File: config.mk
export PLATFORM = sky130hd
export DESIGN_NAME = sparse_ternary_weight_sampler
export DESIGN_NICKNAME = d
export VERILOG_FILES = /design/src/design/stws_pkg.sv /design/src/design/stws_coeff_map.sv /design/src/design/stws_cfg_regs.sv /design/src/design/stws_pipe.sv /design/src/design/sparse_ternary_weight_sampler.sv
export SDC_FILE = /design/constraint.sdc
export NUM_CORES = 1
export LEC_CHECK = 0
export ABC_AREA = 1
export BUFFER_PORTS_ARGS = -buffer_cell sky130_fd_sc_hd__buf_2
export CORE_MARGIN = 5
export CORE_UTILIZATION = 35
export DETAILED_ROUTE_END_ITERATION = 10
export SLEW_MARGIN = 20
export SYNTH_ARGS = -nofsm -noshare
export SYNTH_HDL_FRONTEND = slang
export SYNTH_SLANG_ARGS = --single-unit
File: constraint.sdc
create_clock -name clk -period 3.8 [get_ports clk]
set_input_delay 0.76 -clock clk [delete_from_list [all_inputs] [get_ports clk]]
set_output_delay 0.76 -clock clk [all_outputs]
set_load 0.05 [all_outputs]
File: src/design/stws_pkg.sv
// ----------------------------------------------------------------------------
// stws_pkg
// Shared constants, register codes and types of the sparse ternary sampler.
// ----------------------------------------------------------------------------
`timescale 1ns / 1ps
`default_nettype none

package stws_pkg;

	localparam int VECTOR_LENGTH_DEF = 512;

	localparam int APB_ADDR_W = 4;
	localparam int APB_DATA_W = 32;

	localparam int MOD_W    = 8;
	localparam int WEIGHT_W = 10;

	localparam logic [1:0] REG_MODULUS    = 2'd0;
	localparam logic [1:0] REG_WEIGHT_MIN = 2'd1;
	localparam logic [1:0] REG_WEIGHT_MAX = 2'd2;

	localparam logic [MOD_W-1:0]    MODULUS_RST    = 8'd251;
	localparam logic [WEIGHT_W-1:0] WEIGHT_MIN_RST = 10'd110;
	localparam logic [WEIGHT_W-1:0] WEIGHT_MAX_RST = 10'd146;
	localparam logic [WEIGHT_W-1:0] WEIGHT_CAP     = 10'd1023;

	typedef struct packed {
		logic [MOD_W-1:0]    modulus;
		logic [WEIGHT_W-1:0] weight_min;
		logic [WEIGHT_W-1:0] weight_max;
	} cfg_t;

endpackage

`default_nettype wire

File: src/design/stws_coeff_map.sv
// ----------------------------------------------------------------------------
// stws_coeff_map
// Maps both nibbles of a random byte to ternary coefficients and counts the
// nonzero ones.
// ----------------------------------------------------------------------------
`timescale 1ns / 1ps
`default_nettype none

module stws_coeff_map
	import stws_pkg::*;
(
	input  wire logic [7:0]       random_byte,
	input  wire logic [MOD_W-1:0] modulus,
	output logic [MOD_W-1:0]      coeff_first,
	output logic [MOD_W-1:0]      coeff_second,
	output logic [1:0]            nonzero_count
);

	localparam logic [2:0] LOW3_NEG_ONE = 3'd0;
	localparam logic [2:0] LOW3_ONE     = 3'd1;

	function automatic logic [MOD_W-1:0] map_nibble(input logic [3:0] nib,
	                                                input logic [MOD_W-1:0] q);
		logic [MOD_W-1:0] c;
		case (nib[2:0])
			LOW3_NEG_ONE: c = q - MOD_W'(1);
			LOW3_ONE:     c = MOD_W'(1);
			default:      c = '0;
		endcase
		return c;
	endfunction

	assign coeff_first  = map_nibble(random_byte[3:0], modulus);
	assign coeff_second = map_nibble(random_byte[7:4], modulus);

	// a q of one makes the minus-one code zero, so count by value
	assign nonzero_count = {1'b0, (coeff_first != '0)} + {1'b0, (coeff_second != '0)};

endmodule

`default_nettype wire

File: src/design/stws_cfg_regs.sv
// ----------------------------------------------------------------------------
// stws_cfg_regs
// APB register file holding the modulus and the accepted weight bounds.
// ----------------------------------------------------------------------------
`timescale 1ns / 1ps
`default_nettype none

module stws_cfg_regs
	import stws_pkg::*;
(
	input  wire logic                  clk,
	input  wire logic                  arst_n,
	input  wire logic                  psel,
	input  wire logic                  penable,
	input  wire logic                  pwrite,
	input  wire logic [APB_ADDR_W-1:0] paddr,
	input  wire logic [APB_DATA_W-1:0] pwdata,
	output logic [APB_DATA_W-1:0]      prdata,
	output logic                       pready,
	output cfg_t                       cfg
);

	cfg_t       cfg_q;
	logic       wr_en;
	logic [1:0] reg_idx;

	assign pready  = 1'b1;
	assign wr_en   = psel && penable && pwrite;
	assign reg_idx = paddr[APB_ADDR_W-1:2];

	always_ff @(posedge clk or negedge arst_n) begin
		if (!arst_n) begin
			cfg_q.modulus    <= MODULUS_RST;
			cfg_q.weight_min <= WEIGHT_MIN_RST;
			cfg_q.weight_max <= WEIGHT_MAX_RST;
		end else if (wr_en) begin
			unique case (reg_idx)
				REG_MODULUS:    cfg_q.modulus    <= pwdata[MOD_W-1:0];
				REG_WEIGHT_MIN: cfg_q.weight_min <= pwdata[WEIGHT_W-1:0];
				REG_WEIGHT_MAX: cfg_q.weight_max <= pwdata[WEIGHT_W-1:0];
				default: ;
			endcase
		end
	end

	always_comb begin
		unique case (reg_idx)
			REG_MODULUS:    prdata = APB_DATA_W'(cfg_q.modulus);
			REG_WEIGHT_MIN: prdata = APB_DATA_W'(cfg_q.weight_min);
			REG_WEIGHT_MAX: prdata = APB_DATA_W'(cfg_q.weight_max);
			default:        prdata = '0;
		endcase
	end

	assign cfg = cfg_q;

endmodule

`default_nettype wire

File: src/design/stws_pipe.sv
// ----------------------------------------------------------------------------
// stws_pipe
// Input register, coefficient mapping, batch counters and result register.
// ----------------------------------------------------------------------------
`timescale 1ns / 1ps
`default_nettype none

module stws_pipe
	import stws_pkg::*;
#(
	parameter int VECTOR_LENGTH = VECTOR_LENGTH_DEF
) (
	input  wire logic                clk,
	input  wire logic                arst_n,
	input  wire cfg_t                cfg,
	input  wire logic                in_valid,
	output logic                     in_stall,
	input  wire logic [7:0]          random_byte,
	output logic                     out_valid,
	input  wire logic                out_stall,
	output logic [MOD_W-1:0]         coeff_first,
	output logic [MOD_W-1:0]         coeff_second,
	output logic [7:0]               pair_position,
	output logic                     batch_done,
	output logic                     batch_accepted,
	output logic [WEIGHT_W-1:0]      batch_weight
);

	localparam int PAIRS = VECTOR_LENGTH / 2;
	localparam int CNT_W = (PAIRS > 1) ? $clog2(PAIRS) : 1;
	localparam logic [CNT_W-1:0] LAST_PAIR = CNT_W'(PAIRS - 1);

	logic                valid_s1;
	logic [7:0]          byte_s1;
	logic                out_valid_q;
	logic [CNT_W-1:0]    pair_cnt_q;
	logic [WEIGHT_W-1:0] weight_sum_q;

	logic [MOD_W-1:0]    c0;
	logic [MOD_W-1:0]    c1;
	logic [1:0]          nz;
	logic                advance;
	logic                load;
	logic [WEIGHT_W:0]   w_raw;
	logic [WEIGHT_W-1:0] w_sat;
	logic                done;
	logic                accepted;
	logic [CNT_W+7:0]    pos_ext;

	stws_coeff_map u_map (
		.random_byte   (byte_s1),
		.modulus       (cfg.modulus),
		.coeff_first   (c0),
		.coeff_second  (c1),
		.nonzero_count (nz)
	);

	// result register free or draining this cycle
	assign advance  = !out_valid_q || !out_stall;
	assign load     = valid_s1 && advance;
	assign in_stall = valid_s1 && !advance;

	assign w_raw    = {1'b0, weight_sum_q} + (WEIGHT_W + 1)'(nz);
	assign w_sat    = (w_raw > {1'b0, WEIGHT_CAP}) ? WEIGHT_CAP : w_raw[WEIGHT_W-1:0];
	assign done     = (pair_cnt_q == LAST_PAIR);
	assign accepted = done && (w_sat >= cfg.weight_min) && (w_sat <= cfg.weight_max);
	assign pos_ext  = {8'd0, pair_cnt_q};

	always_ff @(posedge clk or negedge arst_n) begin
		if (!arst_n) begin
			valid_s1 <= 1'b0;
		end else if (!in_stall) begin
			valid_s1 <= in_valid;
		end
	end

	always_ff @(posedge clk) begin
		if (in_valid && !in_stall) begin
			byte_s1 <= random_byte;
		end
	end

	always_ff @(posedge clk or negedge arst_n) begin
		if (!arst_n) begin
			out_valid_q  <= 1'b0;
			pair_cnt_q   <= '0;
			weight_sum_q <= '0;
		end else begin
			if (advance) begin
				out_valid_q <= valid_s1;
			end
			if (load) begin
				// clear the counters at the end of a vector
				if (done) begin
					pair_cnt_q   <= '0;
					weight_sum_q <= '0;
				end else begin
					pair_cnt_q   <= pair_cnt_q + CNT_W'(1);
					weight_sum_q <= w_sat;
				end
			end
		end
	end

	always_ff @(posedge clk) begin
		if (load) begin
			coeff_first    <= c0;
			coeff_second   <= c1;
			pair_position  <= pos_ext[7:0];
			batch_done     <= done;
			batch_accepted <= accepted;
			batch_weight   <= w_sat;
		end
	end

	assign out_valid = out_valid_q;

endmodule

`default_nettype wire

File: src/design/sparse_ternary_weight_sampler.sv
// Pipeline: a byte transfer loads the input register, and the result register takes
// it from there once free or draining; a result is held while out_stall is high.
// Throughput: one byte per cycle unless stalled, set by the single mapping and counting stage.
// Reset: arst_n clears the pipeline valids, pair counter and running weight,
// and loads modulus 251 and weight bounds 110 to 146.
`timescale 1ns / 1ps
`default_nettype none
// ----------------------------------------------------------------------------
// sparse_ternary_weight_sampler
// Turns a stream of random bytes into ternary coefficient pairs, tracks the
// vector weight and flags accepted batches.
// ----------------------------------------------------------------------------

module sparse_ternary_weight_sampler
	import stws_pkg::*;
#(
	parameter int VECTOR_LENGTH = VECTOR_LENGTH_DEF
) (
	input  wire logic                  clk,
	input  wire logic                  arst_n,
	input  wire logic                  psel,
	input  wire logic                  penable,
	input  wire logic                  pwrite,
	input  wire logic [APB_ADDR_W-1:0] paddr,
	input  wire logic [APB_DATA_W-1:0] pwdata,
	output logic [APB_DATA_W-1:0]      prdata,
	output logic                       pready,
	input  wire logic                  in_valid,
	output logic                       in_stall,
	input  wire logic [7:0]            random_byte,
	output logic                       out_valid,
	input  wire logic                  out_stall,
	output logic [MOD_W-1:0]           coeff_first,
	output logic [MOD_W-1:0]           coeff_second,
	output logic [7:0]                 pair_position,
	output logic                       batch_done,
	output logic                       batch_accepted,
	output logic [WEIGHT_W-1:0]        batch_weight
);

	cfg_t cfg;

	stws_cfg_regs u_cfg (
		.clk     (clk),
		.arst_n  (arst_n),
		.psel    (psel),
		.penable (penable),
		.pwrite  (pwrite),
		.paddr   (paddr),
		.pwdata  (pwdata),
		.prdata  (prdata),
		.pready  (pready),
		.cfg     (cfg)
	);

	stws_pipe #(
		.VECTOR_LENGTH (VECTOR_LENGTH)
	) u_pipe (
		.clk            (clk),
		.arst_n         (arst_n),
		.cfg            (cfg),
		.in_valid       (in_valid),
		.in_stall       (in_stall),
		.random_byte    (random_byte),
		.out_valid      (out_valid),
		.out_stall      (out_stall),
		.coeff_first    (coeff_first),
		.coeff_second   (coeff_second),
		.pair_position  (pair_position),
		.batch_done     (batch_done),
		.batch_accepted (batch_accepted),
		.batch_weight   (batch_weight)
	);

endmodule

`default_nettype wire

==> results.md, run 1 <==
Floorplanning:
- The placeable core area is 13,300 um^2.
- The die extent in x is 127 um.
- In this run the core area contains 42 standard-cell rows.
- The area enclosed by the die boundary is 16,100 um^2.
- The count of pins on the block boundary is 122.
- The initial core utilization is 35.9%.
- The die height is 127 um.

Detailed routing:
- For this block, the initial DRC count from the detailed router was 198.
- The number of detailed-route iterations in the first pass is 4.
- The average wire per cell in the routed design is 13.3 um.
- The number of nets still failing antenna checks after routing is 0.
- Summed over all layers, the routed wires come to 10,600 um.
- The post-detailed-route DRC marker count is 0.
- The count of vias placed by the detailed router is 3,583.
- The routed via count divided by cell count is 4.49.

STA:
- The worst path uses 94.0% of the clock period.
- In this run the tightest slew margin relative to its limit is 40.0%.
- At the pin with the least slew margin, the transition time is 0.901 ns.
- The clock arrives with 0.00641 ns of skew.
- Setup violations remaining at the end of the flow were counted as 0.
- The highest achievable clock rate is 280 MHz.
- For the final routed database, the setup TNS stands at 0 ns.
- The final number of hold-violating endpoints is 0.
- The max-slew violation total from the final report is 0.
- The final period demand of the worst path is 3.57 ns.

Setup path:
- STA classifies the critical path startpoint as a flip-flop.
- Counting stages on the worst path, the most repeated cell is nor2_1.
- The required time at the worst-slack endpoint is 3.89 ns.
- Counting both buffers and inverters, the worst setup path holds a total of 3.
- Along the worst path, the maximum fanout reaches 4.
- On the worst path, the slowest cell contributes a delay of 0.54 ns.
- The critical path endpoint category is a flip-flop.
- In this design, the largest share of critical-path delay is due to simple AND/OR/NAND/NOR gates.
- The critical path data arrival time is 3.66 ns.
- The worst setup path is of the reg -> reg kind.
- Walking the worst path, the cells encountered are inv_1 -> ha_2 -> inv_1 -> nand3_2 -> nand2_1 -> nor2_1 -> nand3_1 -> nor2_2 -> nand2_1 -> fa_2 -> ha_4 -> nand2_2 -> nor2_1 -> nand2_2 -> nor2_1 -> nand4_1 -> and2_4 -> ha_1 -> nand2_2 -> inv_1 -> a21oi_2 -> nand4_1 -> nand2_1 -> nor2_1.
- The critical path's slowest cell is dfstp_2.

Yosys:
- The async set-or-reset flop fraction in the synthesized netlist is 53.3%.
- The synthesized design contains 90 register bits.
- Summing the areas of all compound-gate instances in the mapped netlist gives 7.69% of the synthesized area.
- The synthesized design contains 42 enable-type register cells.
- The cell area after technology mapping is 4770 um^2.
- After Yosys synthesis, full adders, half adders and majority gates account for 6.45% of the synthesized area.
- After technology mapping, the gate count stands at 526.
- Each instance of the synthesized netlist takes up on average 9.07 um^2.
- The mux share of post-synthesis cell area is 0%.
- The number of warnings reported in the yosys synthesis log is 0.
- The area share of xor/xnor cells in the synthesized design is 0.918%.
- The proportion of synthesized chip area in sequential cells is 52.0%.
- The simple-gate share of the synthesized area is 20.9%.
- The number of distinct standard cells referenced by the synthesized netlist is 40.
- The combinational family with the most area after synthesis is simple AND/OR/NAND/NOR gates.
- In the synthesized netlist the dominant register cell turns out to be edfxtp_1.

Clock network:
- The number of hold buffers added after CTS was 0.
- The worst-case clock buffer depth is 2.
- In this run the number of H-tree levels came out at 3.
- TritonCTS built the clock tree.
- The clock sink count is 90.
- The number of clock buffers inserted by TritonCTS is 9.
- At the later pin of the worst-skew pair, clock insertion delay measures 0.34 ns.
- The clock input transition at the sequential cells of the worst setup and hold paths is 0.06 ns.
- The cell at the root of the clock tree is clkbuf_16.

Placement:
- The placement-stage cell area is 5320 um^2.
- The final HPWL from detailed placement is 8100 um.
- The congestion estimate from routability-driven global placement came to 0.862.
- The number of buffers inserted by port buffering is 72.

Global routing:
- The pin count of the biggest net entering global routing is 39.
- The first-pass GRT wire length is 17,400 um.
- The total overflow reported by the global router is 0.
- The via count of the first global-routing pass is 3,583.
- The global-route usage over all layers is 13.4%.
- The initial antenna violation count is 0.

Outcome:
- The flow ran to the end, and the final reports show no timing, DRC or antenna violations.

Hold path:
- The class of the most critical hold timing path is reg -> reg.

Run:
- The number of max-cap violations is 0.

Power:
- For this design the static power due to leakage is 2.88 nW.
- VDD sags by at most 0.000317 V.
- For this design the ratio of total power to cell area is 690 nW/um^2.

Layout:
- The synthesis-to-layout area growth is 21.0%.
- Summing all non-filler instances in the final layout gives an area of 5770 um^2.
- For this run, the post-layout net count is 692.
- The number of antenna diodes in the final layout is 0.
- The share of layout cells above drive strength 1 is 27.3%.
## cell type report
cell class | count | area [um^2]
Clock buffer | 10 | 229
Tap cell | 176 | 220
Fill cell | 1320 | 7520
Inverter | 96 | 360
Sequential cell | 90 | 2480
Timing Repair Buffer | 88 | 480
Multi-Input combinational cell | 332 | 1920
Clock inverter | 6 | 81.3
## power by group
group / total (mW) / internal (mW) / switching [mW]
clock: 0.927 / 0.571 / 0.355
combinational: 1.61 / 0.524 / 1.08
sequential: 1.45 / 1.29 / 0.156
total: 3.98 / 2.39 / 1.59
## worst register-to-register path, delay by kind of cell (launching register included)
family          cells  cell delay (ns)
fa+ha+maj           4             1.12
compound gates      1             0.13
flops               1             0.54
simple gates       16             1.37
buf+inv             3             0.16
## synth_stat cells, types with 3 or more instances
cell | number | area, um^2
ha_1 | 23 | 288
nor2_2 | 6 | 37.5
o21ai_1 | 15 | 75.1
dfrtp_1 | 33 | 826
nand2_2 | 6 | 37.5
nor2_1 | 31 | 116
a21oi_1 | 7 | 35.0
dfstp_2 | 15 | 394
xor2_1 | 3 | 26.3
inv_1 | 92 | 345
o21ai_2 | 4 | 35.0
edfxtp_1 | 42 | 1260
buf_2 | 3 | 15.0
o21ai_0 | 22 | 110
o221ai_1 | 7 | 61.3
nand2_1 | 123 | 462
o22ai_1 | 3 | 18.8
buf_4 | 23 | 173
nand3_1 | 31 | 155
nand4_1 | 7 | 43.8
inv_2 | 3 | 11.3
## final timing paths
kind	startpoint	to	slack (ns)	cells after the start
min in group asynchronous	arst_n	u_pipe.valid_s1$_DFFE_PN0N_	0.55	1
worst min register to register	u_cfg.cfg[13]$_DFFE_PN1P_	u_cfg.cfg[13]$_DFFE_PN1P_	0.47	2
worst max-delay path	u_cfg.cfg[21]$_DFFE_PN1P_	u_pipe.batch_accepted$_DFFE_PP_	0.23	24
worst min-delay path	u_cfg.cfg[13]$_DFFE_PN1P_	u_cfg.cfg[13]$_DFFE_PN1P_	0.47	2
max in group asynchronous	arst_n	u_cfg.cfg[21]$_DFFE_PN1P_	2.48	2
worst max register to register	u_cfg.cfg[21]$_DFFE_PN1P_	u_pipe.batch_accepted$_DFFE_PP_	0.23	24
## registers in the layout, summed over array words and instances, names as in the netlist, 6 cells and up
signal and count:
u_pipe.coeff_second 8, u_cfg.cfg 28, u_pipe.batch_weight 10, u_pipe.pair_position 8, u_pipe.pair_cnt_q 8, u_pipe.byte_s1 6
u_pipe.coeff_first 8, u_pipe.weight_sum_q 10
## through the flow
step / total power, mW / instances / hold WS, ns / util, % / setup slack, ns
finish: 3.98 / 798 / 0.475 / 43.4 / 0.229
detailed placement: 2.96 / 779 / 0.460 / 40.0 / -0.00324
CTS: 3.90 / 795 / 0.477 / 42.4 / 0.0309
floorplan: 2.57 / 547 / 0.441 / - / 0.366
global placement: 2.90 / 779 / 0.456 / 40.0 / 0.0248
global route: 4.29 / 798 / 0.491 / 43.4 / -0.0313
## repair_timing
item,4_1_cts,5_1_grt
pin swaps,0,8
gates resized for setup,1,29
cloned,0,0
setup buffers,0,3
setup endpoints to repair,1,1
endpoints found under the hold margin,0,0
## cells by family (layout without fill, tap and decap cells)
logic type	Yosys count	after routing
flip-flops	90	90
AND/OR/NAND/NOR	218	218
adder cells (fa/ha/maj)	24	24
XOR/XNOR	5	5
other	2	23
buffers and inverters	125	200
AO/OA/AOI/OAI	62	62
## cells in the final DEF (no fill, tap or decap), drive strengths merged, types with 15 or more instances in the layout
cell type and instances:
conb 23, inv 95, ha 23, nand2 130, nor2 39, dfrtp 33
o21ai 41, nand3 33, dfstp 15, edfxtp 42, buf 88
## routing by layer
layer | vias up | GRT usage [%] | wire length, um
li1 | 1830 | - | -
met1 | 1651 | 17.6 | 4870
met2 | 90 | 21.9 | 5100
met3 | 12 | 2.35 | 461
met4 | 0 | 5.68 | 193
met5 | - | 0 | 0
Note: power is estimated with default switching activity, not from simulation.
==> run 2: changes to the inputs <==
- CORE_ASPECT_RATIO: default -> 1.1
==> results.md, run 2 (synthesis gave the netlist of run 1 again) <==
STA:
- The total negative slack for setup checks is 0 ns (unchanged).
- The remaining max-slew budget at the tightest pin is 39.6% (-0.35 points).
- The final period demand of the worst path is 3.53 ns (-0.0380 ns).
- The highest achievable clock rate was 283 MHz (+1.1%).
- The number of endpoints failing setup at the final stage was 0 (unchanged).
- The measured slew at the worst slew-check pin is 0.906 ns (+0.00533 ns).
- The final period utilization is 93.0% (-1.0 points).
- The final number of hold-violating endpoints is 0 (unchanged).
- The max-slew violation total from the final report is 0 (unchanged).
- The worst clock skew came to 0.00733 ns (+0.000922 ns).
- The worst hold margin is 0.473 ns (-0.00122 ns).

Layout:
- From synthesis to final layout, the design area changed by 24.6%.
- The final standard cell count with taps included and fillers excluded is 823 (+3.1%).
- The number of nets in the layout came to 709 (+2.5%).
- The commonest non-fill, non-tap cell in the layout is nand2_1.
- The finished layout cell area came to 5940 um^2 (+2.9%).
- The flip-flop count of the largest register, all copies and words added is 28 (unchanged).
- The library cells used most frequently in the layout, excluding fill and tap cells, are nand2_1 (113), inv_1 (87), buf_2 (72).
- The diode insertion count for antenna repair is 0 (unchanged).
- The share of layout cells above drive strength 1 was 30.7% (+3.3 points).

Hold path:
- The tightest min-delay check is of the reg -> reg type.

Power:
- The static leakage is 2.95 nW (+2.6%).
- The peak supply drop came to 0.000287 V (-9.3%).
- The power per standard cell area came to 672 nW/um^2 (-2.6%).

Clock network:
- The worst-case clock buffer depth is 2 (unchanged).
- The clock latency of the later-clocked register in the worst-skew pair is 0.35 ns (about the same).
- The TritonCTS clock tree is built.
- The number of clock buffers inserted by TritonCTS is 9 (unchanged).
- The cell at the root of the clock tree is clkbuf_16.
- The count of H-tree levels built during CTS was 3 (unchanged).
- The clock sink count is 90 (unchanged).
- The clock input transition at the sequential cells of the worst setup and hold paths is 0.07 ns (about the same).
- The hold buffer count at CTS is 0 (unchanged).

Global routing:
- The initial antenna violation count is 0 (unchanged).
- The first-pass GRT wire length was 17,200 um (-1.1%).
- The total overflow reported by the global router came to 0 (unchanged).
- The global-route usage over all layers is 13.5% (+0.14 points).
- The via count of the first global-routing pass is 3,631 (+1.3%).
- The pin count of the biggest net entering global routing came to 41 (+5.1%).

Floorplanning:
- The area enclosed by the die boundary is 16,100 um^2 (about the same).
- The die height is 132 um (+4.5%).
- The placeable core area is 13,300 um^2 (-0.21%).
- The number of core rows is 44 (+4.8%).
- The die extent in x is 121 um (-4.3%).
- The initial core utilization is 35.9% (+0.074 points).
- The count of pins on the block boundary is 122 (unchanged).

Detailed routing:
- In this run the top signal layer used is met4.
- The routed length on met2 came to 5020 um (-1.6%).
- The detailed route wirelength on metal3 came to 613 um (+33%).
- The initial detailed-routing violation count is 197 (-0.51%).
- The count of vias placed by the detailed router came to 3,683 (+2.8%).
- The number of nets still failing antenna checks after routing is 0 (unchanged).
- The post-detailed-route DRC marker count came to 0 (unchanged).
- The number of detailed-route iterations in the first pass was 4 (unchanged).
- The average wire per cell in the routed design is 12.8 um (-4.1%).
- The routed via count divided by cell count was 4.48 (-0.33%).
- The total length of routed wires is 10,500 um (-1.1%).
- The total routed wire length on the met1 layer is 4640 um (-4.6%).

Outcome:
- The flow ran to the end, and the final reports show no timing, DRC or antenna violations.

Setup path:
- The critical path data arrival time is 3.64 ns (-0.02 ns).
- The required time at the worst-slack endpoint was 3.91 ns (+0.02 ns).
- STA classifies the critical path endpoint as a flip-flop.
- The category of the worst setup path launch point is a flip-flop.
- The kind of critical path is reg -> reg.
- The peak fanout along the critical path came to 3 (-1).

Placement:
- The placer's final routability congestion estimate is 0.869 (+0.75%).
- The number of buffers inserted by port buffering came to 72 (unchanged).
- The placed instance count is 800 (+2.7%).
- The final HPWL from detailed placement is 8090 um (about the same).
- The placement-stage cell area is 5430 um^2 (+2.0%).

Run:
- The number of max-cap violations came to 0 (unchanged).
==> run 2: cell types whose count changed in the layout (fill, tap and decap cells not counted), sizes merged <==
| cell | before | now |
|---|---|---|
| buf | 88 | 105 |
| bufinv | 2 | 0 |
| inv | 95 | 97 |
| clkbuf | 10 | 11 |
| clkinv | 4 | 3 |
==> run 2: final timing paths <==
kind,start,to,slack [ns],cells after the start
worst max-delay path,u_cfg.cfg[20]$_DFFE_PN1P_,u_pipe.batch_accepted$_DFFE_PP_,0.27,24
worst min-delay path,u_cfg.cfg[15]$_DFFE_PN1P_,u_cfg.cfg[15]$_DFFE_PN1P_,0.47,2
worst max register to register,u_cfg.cfg[20]$_DFFE_PN1P_,u_pipe.batch_accepted$_DFFE_PP_,0.27,24
worst min register to register,u_cfg.cfg[15]$_DFFE_PN1P_,u_cfg.cfg[15]$_DFFE_PN1P_,0.47,2
max in group asynchronous,arst_n,u_pipe.weight_sum_q[4]$_DFFE_PN0P_,2.57,2
min in group asynchronous,arst_n,u_pipe.pair_cnt_q[6]$_DFFE_PN0P_,0.54,1
==> run 2: per-stage QoR <==
step | total power, mW | utilization, % | setup slack [ns]
global route | 4.30 | 44.8 | -0.0436
CTS | 3.88 | 43.1 | 0.0109
finish | 3.99 | 44.8 | 0.267
detailed placement | 3.00 | 40.9 | -0.00974
floorplan | 2.57 | - | 0.366
global placement | 2.95 | 40.9 | 0.0152
==> run 2: area by class of cell <==
| class | instances | area, um^2 |
|---|---|---|
| clock inverters | 5 | 35.0 |
| well taps | 184 | 230 |
| inverters | 96 | 363 |
| clock buffers | 11 | 254 |
| repair buffers | 105 | 612 |
| multi-input cells | 332 | 1960 |
| flip-flops and latches | 90 | 2480 |
| fillers | 1322 | 7330 |
==> run 2: timing repair <==
item	CTS	global route
cloned	0	0
resized for setup	2	39
pin swaps	0	20
setup endpoints to repair	1	1
buffers inserted	0	7
==> run 2: worst max-delay path, stage by stage, from the launching register on <==
cell     delay, ns
dfstp_2       0.54
inv_2         0.04
ha_2          0.31
inv_2         0.04
nand3_2       0.07
nand2_1       0.05
nor2_1        0.12
nand3_1       0.08
nor2_1        0.11
nand2_1       0.09
fa_2          0.40
buf_6         0.13
nand2_2       0.05
nor2_2        0.05
nand2_1       0.10
xor2_1        0.20
nand2_2       0.14
ha_4          0.29
nand2_2       0.06
nor2_4        0.12
nand3_1       0.07
nand3_1       0.08
nand2_1       0.05
inv_1         0.06
nor2_1        0.04
==> run 2: power by group <==
| part | switching (mW) | internal (mW) | leakage, nW |
|---|---|---|---|
| Clock | 0.377 | 0.486 | 0.141 |
| Sequential | 0.159 | 1.29 | 0.980 |
| Combinational | 1.09 | 0.585 | 1.83 |
==> run 2: layer usage <==
metal | global-route usage, % | vias up
met5 | 0 | -
met4 | 6.10 | 0
met3 | 3.63 | 18
met2 | 21.3 | 101
met1 | 17.4 | 1689
li1 | - | 1875
